**src/hw/rtl/ptpt_pkg.sv**
```systemverilog
// ----------------------------------------------------------------------------
// Tune tracker package
// Shared widths, register indexes and the CORDIC arctangent table.
// ----------------------------------------------------------------------------
package ptpt_pkg;

   localparam int DEFAULT_PARTICLE_COUNT = 4096;
   localparam int DEFAULT_PHASE_BITS = 16;
   localparam int INDEX_WIDTH = 12;
   localparam int COORD_WIDTH = 24;
   localparam int CSR_INDEX_WIDTH = 2;
   localparam int CORDIC_STEPS = 32;
   // u and v grow by less than a factor of 1.65 over the iterations.
   localparam int CORDIC_WIDTH = 27;

   localparam logic [CSR_INDEX_WIDTH-1:0] REG_MATRIX_ROW0 = 2'd0;
   localparam logic [CSR_INDEX_WIDTH-1:0] REG_MATRIX_ROW1 = 2'd1;
   localparam logic [CSR_INDEX_WIDTH-1:0] REG_MATRIX_ROW2 = 2'd2;
   localparam logic [CSR_INDEX_WIDTH-1:0] REG_MATRIX_ROW3 = 2'd3;

   typedef logic signed [COORD_WIDTH-1:0] coord_type;
   typedef logic signed [CORDIC_WIDTH-1:0] cordic_type;

   function automatic logic [31:0] atan_turn(input logic [4:0] step);
      logic [31:0] t;
      case (step)
         5'd0: t = 32'h20000000;   5'd1: t = 32'h12E4051E;
         5'd2: t = 32'h09FB385B;   5'd3: t = 32'h051111D4;
         5'd4: t = 32'h028B0D43;   5'd5: t = 32'h0145D7E1;
         5'd6: t = 32'h00A2F61E;   5'd7: t = 32'h00517C55;
         5'd8: t = 32'h0028BE53;   5'd9: t = 32'h00145F2F;
         5'd10: t = 32'h000A2F98;  5'd11: t = 32'h000517CC;
         5'd12: t = 32'h00028BE6;  5'd13: t = 32'h000145F3;
         5'd14: t = 32'h0000A2FA;  5'd15: t = 32'h0000517D;
         5'd16: t = 32'h000028BE;  5'd17: t = 32'h0000145F;
         5'd18: t = 32'h00000A30;  5'd19: t = 32'h00000518;
         5'd20: t = 32'h0000028C;  5'd21: t = 32'h00000146;
         5'd22: t = 32'h000000A3;  5'd23: t = 32'h00000051;
         5'd24: t = 32'h00000029;  5'd25: t = 32'h00000014;
         5'd26: t = 32'h0000000A;  5'd27: t = 32'h00000005;
         5'd28: t = 32'h00000003;  5'd29: t = 32'h00000001;
         5'd30: t = 32'h00000001;  default: t = 32'h00000000;
      endcase
      return t;
   endfunction

endpackage

```
**src/hw/rtl/ptpt_cordic_cell.sv**
```systemverilog
// ----------------------------------------------------------------------------
// CORDIC cell
// One registered vectoring rotation of both planes, with the payload that
// travels alongside.
// ----------------------------------------------------------------------------
module ptpt_cordic_cell #(
   parameter int STEP = 0,
   parameter int SIDE_WIDTH = 1
) (
   input  logic                       clock,
   input  logic                       enable,
   input  ptpt_pkg::cordic_type       u1_in, v1_in, u2_in, v2_in,
   input  logic [31:0]                z1_in, z2_in,
   input  logic [SIDE_WIDTH-1:0]      side_in,
   output ptpt_pkg::cordic_type       u1_out, v1_out, u2_out, v2_out,
   output logic [31:0]                z1_out, z2_out,
   output logic [SIDE_WIDTH-1:0]      side_out
);

   localparam logic [31:0] ANGLE = ptpt_pkg::atan_turn(5'(STEP));

   ptpt_pkg::cordic_type u1_ff, v1_ff, u2_ff, v2_ff;
   ptpt_pkg::cordic_type u1_in_n, v1_in_n, u2_in_n, v2_in_n;
   logic [31:0] z1_ff, z2_ff, z1_in_n, z2_in_n;
   logic [SIDE_WIDTH-1:0] side_ff;

   always_comb begin
      if (!v1_in[ptpt_pkg::CORDIC_WIDTH-1]) begin
         u1_in_n = u1_in + (v1_in >>> STEP);
         v1_in_n = v1_in - (u1_in >>> STEP);
         z1_in_n = z1_in + ANGLE;
      end else begin
         u1_in_n = u1_in - (v1_in >>> STEP);
         v1_in_n = v1_in + (u1_in >>> STEP);
         z1_in_n = z1_in - ANGLE;
      end
      if (!v2_in[ptpt_pkg::CORDIC_WIDTH-1]) begin
         u2_in_n = u2_in + (v2_in >>> STEP);
         v2_in_n = v2_in - (u2_in >>> STEP);
         z2_in_n = z2_in + ANGLE;
      end else begin
         u2_in_n = u2_in - (v2_in >>> STEP);
         v2_in_n = v2_in + (u2_in >>> STEP);
         z2_in_n = z2_in - ANGLE;
      end
   end

   always_ff @(posedge clock) begin
      if (enable) begin
         u1_ff <= u1_in_n;
         v1_ff <= v1_in_n;
         u2_ff <= u2_in_n;
         v2_ff <= v2_in_n;
         z1_ff <= z1_in_n;
         z2_ff <= z2_in_n;
         side_ff <= side_in;
      end
   end

   assign u1_out = u1_ff;
   assign v1_out = v1_ff;
   assign u2_out = u2_ff;
   assign v2_out = v2_ff;
   assign z1_out = z1_ff;
   assign z2_out = z2_ff;
   assign side_out = side_ff;

endmodule
```
**config.mk**
```make
export PLATFORM = sky130hd
export DESIGN_NAME = ptpt_cordic_cell
export DESIGN_NICKNAME = d
export VERILOG_FILES = /design/src/hw/rtl/ptpt_pkg.sv /design/src/hw/rtl/ptpt_cordic_cell.sv
export SDC_FILE = /design/constraint.sdc
export NUM_CORES = 1
export LEC_CHECK = 0
export ABC_AREA = 1
export BUFFER_PORTS_ARGS = -buffer_cell sky130_fd_sc_hd__buf_4
export CAP_MARGIN = 25
export CORE_MARGIN = 2
export CORE_UTILIZATION = 45
export DETAILED_ROUTE_END_ITERATION = 12
export GPL_TIMING_DRIVEN = 0
export PLACE_DENSITY = 0.68
export RECOVER_POWER = 50
export SYNTH_ARGS = -nofsm -noshare
export SYNTH_HDL_FRONTEND = slang
export SYNTH_SLANG_ARGS = --single-unit
```
**constraint.sdc**
```tcl
create_clock -name clock -period 4.6 [get_ports clock]
set_clock_uncertainty 0.15 [all_clocks]
set_input_delay 0.46 -clock clock [delete_from_list [all_inputs] [get_ports clock]]
set_output_delay 0.46 -clock clock [all_outputs]
set_load 0.02 [all_outputs]
```
==> flow_summary.html <==
<table>
<tr><th>Metric</th><th>Value</th></tr>
<tr><th colspan="2">Die</th></tr>
<tr><td>Die outline height</td><td>198 um</td></tr>
<tr><td>Total I/O pin count</td><td>348</td></tr>
<tr><td>Cell row count</td><td>71</td></tr>
<tr><td>Placeable Area</td><td>37500 sq um</td></tr>
<tr><td>Starting density of the core</td><td>45.4%</td></tr>
<tr><td>Die outline area</td><td>39400 sq um</td></tr>
<tr><td>Width of the die</td><td>198 um</td></tr>
<tr><th colspan="2">Pwr</th></tr>
<tr><td>Static leakage</td><td>10.8 nW</td></tr>
<tr><td>Power per Cell Area</td><td>284 nW/um^2</td></tr>
<tr><td>Largest voltage drop on the vdd net</td><td>0.247 mV</td></tr>
<tr><th colspan="2">Layout</th></tr>
<tr><td>Most frequent standard cell in the layout excluding fill and tap cells</td><td>nand2_1</td></tr>
<tr><td>Share of layout cells above drive strength 1</td><td>17.0%</td></tr>
<tr><td>Layout Utilization</td><td>55.3%</td></tr>
<tr><td>Layout Nets</td><td>3180</td></tr>
<tr><td>Ant. Diodes</td><td>0</td></tr>
<tr><td>Non-Filler Instances</td><td>3365</td></tr>
<tr><td>Commonest non-fill, non-tap cells in the layout</td><td>760 x nand2_1, 400 x inv_1, 283 x buf_4</td></tr>
<tr><td>Layout overhead on the synthesized area</td><td>22.0%</td></tr>
<tr><th colspan="2">Setup path</th></tr>
<tr><td>Cells traversed along the worst timing path</td><td>buf_8 -&gt; clkbuf_2</td></tr>
<tr><td>Highest-delay cell along the critical path</td><td>clkbuf_2</td></tr>
<tr><td>Largest fanout on the critical path</td><td>97</td></tr>
<tr><td>Kind of critical path</td><td>in2reg</td></tr>
<tr><td>Required time of the critical path</td><td>4.49 ns</td></tr>
<tr><td>Buffer and inverter count on the worst path</td><td>2</td></tr>
<tr><td>WP data arrival</td><td>2.77 ns</td></tr>
<tr><td>Type of element launching the critical path</td><td>primary input</td></tr>
<tr><td>Crit path largest cell delay</td><td>1.74 ns</td></tr>
<tr><td>Kind of cell adding the most delay to the critical path</td><td>buffers and inverters</td></tr>
<tr><td>Critical Path End Type</td><td>flip-flop</td></tr>
<tr><td>Origin of the worst setup path</td><td>enable</td></tr>
<tr><th colspan="2">Placed design</th></tr>
<tr><td>Placer congestion estimate</td><td>1.05</td></tr>
<tr><td>Total placed cells including tap cells</td><td>3332</td></tr>
<tr><td>Pre-CTS setup slack</td><td>1.68 ns</td></tr>
<tr><td>HPWL after detailed placement</td><td>54.3 mm</td></tr>
<tr><td>Port Buffer Count</td><td>345</td></tr>
<tr><th colspan="2">Timing</th></tr>
<tr><td>Setup tns final</td><td>0 ns</td></tr>
<tr><td>RSZ-0062 raised after global routing</td><td>false</td></tr>
<tr><td>Worst slew margin relative to its limit</td><td>-65.9%</td></tr>
<tr><td>Fin worst setup slack</td><td>1.72 ns</td></tr>
<tr><td>Hold Vio Cnt, Final</td><td>0</td></tr>
<tr><td>Final setup violating endpoints</td><td>0</td></tr>
<tr><td>Clock period minus final worst setup slack</td><td>2.88 ns</td></tr>
<tr><td>Worst Hold Margin</td><td>0.0284 ns</td></tr>
<tr><td>Number of slew-limit violations in the final report</td><td>98</td></tr>
<tr><td>Slew at the pin closest to its max-slew limit</td><td>2.49 ns</td></tr>
<tr><td>Fmax</td><td>347 MHz</td></tr>
<tr><td>Post-route fraction of the period consumed by the critical path</td><td>62.7%</td></tr>
<tr><th colspan="2">Drt</th></tr>
<tr><td>DRC errors left</td><td>0</td></tr>
<tr><td>DRC marker count from the first detailed-route iteration</td><td>1193</td></tr>
<tr><td>Vias</td><td>17.9k</td></tr>
<tr><td>Routed wire per std cell</td><td>19.4 um</td></tr>
<tr><td>Antenna-violating nets left</td><td>0</td></tr>
<tr><td>Number of detailed-route iterations in the first pass</td><td>6</td></tr>
<tr><td>Vias per cell</td><td>5.33</td></tr>
<tr><td>Final wirelength</td><td>65.2 mm</td></tr>
<tr><th colspan="2">Synth</th></tr>
<tr><td>Post-synthesis sequential element count</td><td>171</td></tr>
<tr><td>Fraction of the mapped netlist area in compound gates</td><td>11.3%</td></tr>
<tr><td>Cells after Synth</td><td>2475</td></tr>
<tr><td>Syn_area_per_cell</td><td>6.87 sq um</td></tr>
<tr><td>Summed instance area of the synthesized netlist</td><td>17000 sq um</td></tr>
<tr><td>Largest family of logic cells by synthesized area</td><td>simple AND/OR/NAND/NOR gates</td></tr>
<tr><td>Simple-gate portion of the synthesized area</td><td>31.7%</td></tr>
<tr><td>Nets in the synthesized netlist</td><td>2814</td></tr>
<tr><td>Yosys warns</td><td>0</td></tr>
<tr><td>Adder-cell area share of the yosys netlist</td><td>12.4%</td></tr>
<tr><td>Portion of the post-synthesis area used by sequential elements</td><td>30.2%</td></tr>
<tr><td>Number of distinct library cell variants in the gate-level netlist after synthesis</td><td>41</td></tr>
<tr><td>Share of cell area taken by muxes after synthesis</td><td>0%</td></tr>
<tr><td>Xor and xnor fraction of the mapped netlist area</td><td>2.06%</td></tr>
<tr><th colspan="2">Status</th></tr>
<tr><td>Outcome</td><td>finished with violations</td></tr>
<tr><td>Violations in the final reports</td><td>capacitance limit, slew limit</td></tr>
<tr><th colspan="2">CTS</th></tr>
<tr><td>CTS clock-pin slew for the worst setup and hold paths</td><td>0.08 ns</td></tr>
<tr><td>Hold_buf cts</td><td>0</td></tr>
<tr><td>Longest Clk Path Bufs</td><td>2</td></tr>
<tr><td>TritonCTS clock tree</td><td>done</td></tr>
<tr><td>Clock buffers created by TritonCTS</td><td>17</td></tr>
<tr><td>PostCTS Resize Cnt</td><td>0</td></tr>
<tr><td>Post-CTS setup buffers</td><td>0</td></tr>
<tr><td>Number of H-tree levels</td><td>4</td></tr>
<tr><td>Buffer cell driving the clock tree root</td><td>clkbuf_16</td></tr>
<tr><td>Count of clock tree sinks</td><td>171</td></tr>
<tr><th colspan="2">Global routing</th></tr>
<tr><td>All-Layer GR Usage</td><td>33.2%</td></tr>
<tr><td>First-pass GRT wire length</td><td>97.9 mm</td></tr>
<tr><td>Largest net degree at the start of global routing</td><td>98</td></tr>
<tr><td>Total global routing overflow</td><td>0</td></tr>
<tr><td>Initial antenna violation count</td><td>0</td></tr>
<tr><td>Number of global-route vias before repair</td><td>17.7k</td></tr>
<tr><th colspan="2">Worst hold path</th></tr>
<tr><td>Path category of the worst min-delay check</td><td>in2reg</td></tr>
<tr><td>Startpoint of the tightest hold check path</td><td>z1_in[1]</td></tr>
<tr><th colspan="2">Flow run</th></tr>
<tr><td>Max_cap viols</td><td>1</td></tr>
</table>
sequential cells by signal, indices dropped and copies added, names as in the netlist:
register	flops
z1_out	32
u2_out	27
v1_out	26
u1_out	27
z2_out	32
side_out	1
v2_out	26
cells by family after synthesis:
group           after synthesis
flops                       171
simple gates               1261
xor+xnor                     40
compound gates              351
fa+ha+maj                   164
buf+inv                     488
synth_stat cells (all sizes together):
| cell | count | area (sq um) |
|---|---|---|
| buf | 62 | 495 |
| a21oi | 174 | 916 |
| ha | 156 | 1950 |
| a21boi | 5 | 37.5 |
| o21ai | 118 | 591 |
| o21bai | 33 | 248 |
| fa | 8 | 160 |
| clkbuf | 10 | 37.5 |
| nand4 | 58 | 363 |
| nor2b | 3 | 18.8 |
| o211ai | 1 | 7.51 |
| o22ai | 8 | 50.1 |
| nor2 | 179 | 734 |
| nand2 | 775 | 2960 |
| o21a | 4 | 30.0 |
| nor3 | 14 | 128 |
| nand3 | 220 | 1110 |
| or2 | 1 | 6.26 |
| and3 | 2 | 12.5 |
| and2 | 4 | 26.3 |
| inv | 416 | 1560 |
| xnor2 | 3 | 26.3 |
| nor4 | 2 | 12.5 |
| nand3b | 3 | 22.5 |
| xor2 | 37 | 324 |
| a31oi | 8 | 50.1 |
| edfxtp | 171 | 5130 |
stage by stage:
stage               cell area (sq um)  total power, mW
global placement                20200             4.41
detailed placement              20300             4.44
floorplan                       17000             3.47
CTS                             20900             5.91
finish                          20700             5.90
global route                    20700             6.19
layout make-up:
class                      count  area [sq um]
buffer                        72           531
clock buffer                  18           429
clock inverter                14           151
fill                        3756         16700
inverter                     416          1560
multi-input combinational   1816          9780
sequential                   171          5130
tap                          511           639
timing repair buffer         347          2520
path summary, 6_finish.rpt:
check                  endpoint  slack (ns)  depth (start not counted)
worst min-delay path  z1_out[1]        0.03                          1
worst max-delay path  z2_out[0]        1.72                          2
routing by layer:
| metal | routed length (um) | GRT usage (%) | up-vias |
|---|---|---|---|
| li1 | - | - | 8710 |
| met1 | 25900 | 38.4 | 8340 |
| met2 | 32300 | 59.8 | 705 |
| met3 | 3510 | 3.73 | 170 |
| met4 | 3590 | 18.2 | 0 |
| met5 | 0 | 0 | - |
power breakdown:
part	switching (mW)	internal, mW
clock	0.751	0.725
sequential	0.0551	1.95
combinational	1.60	0.818
total	2.40	3.50
(Power assumes the default switching activity.)
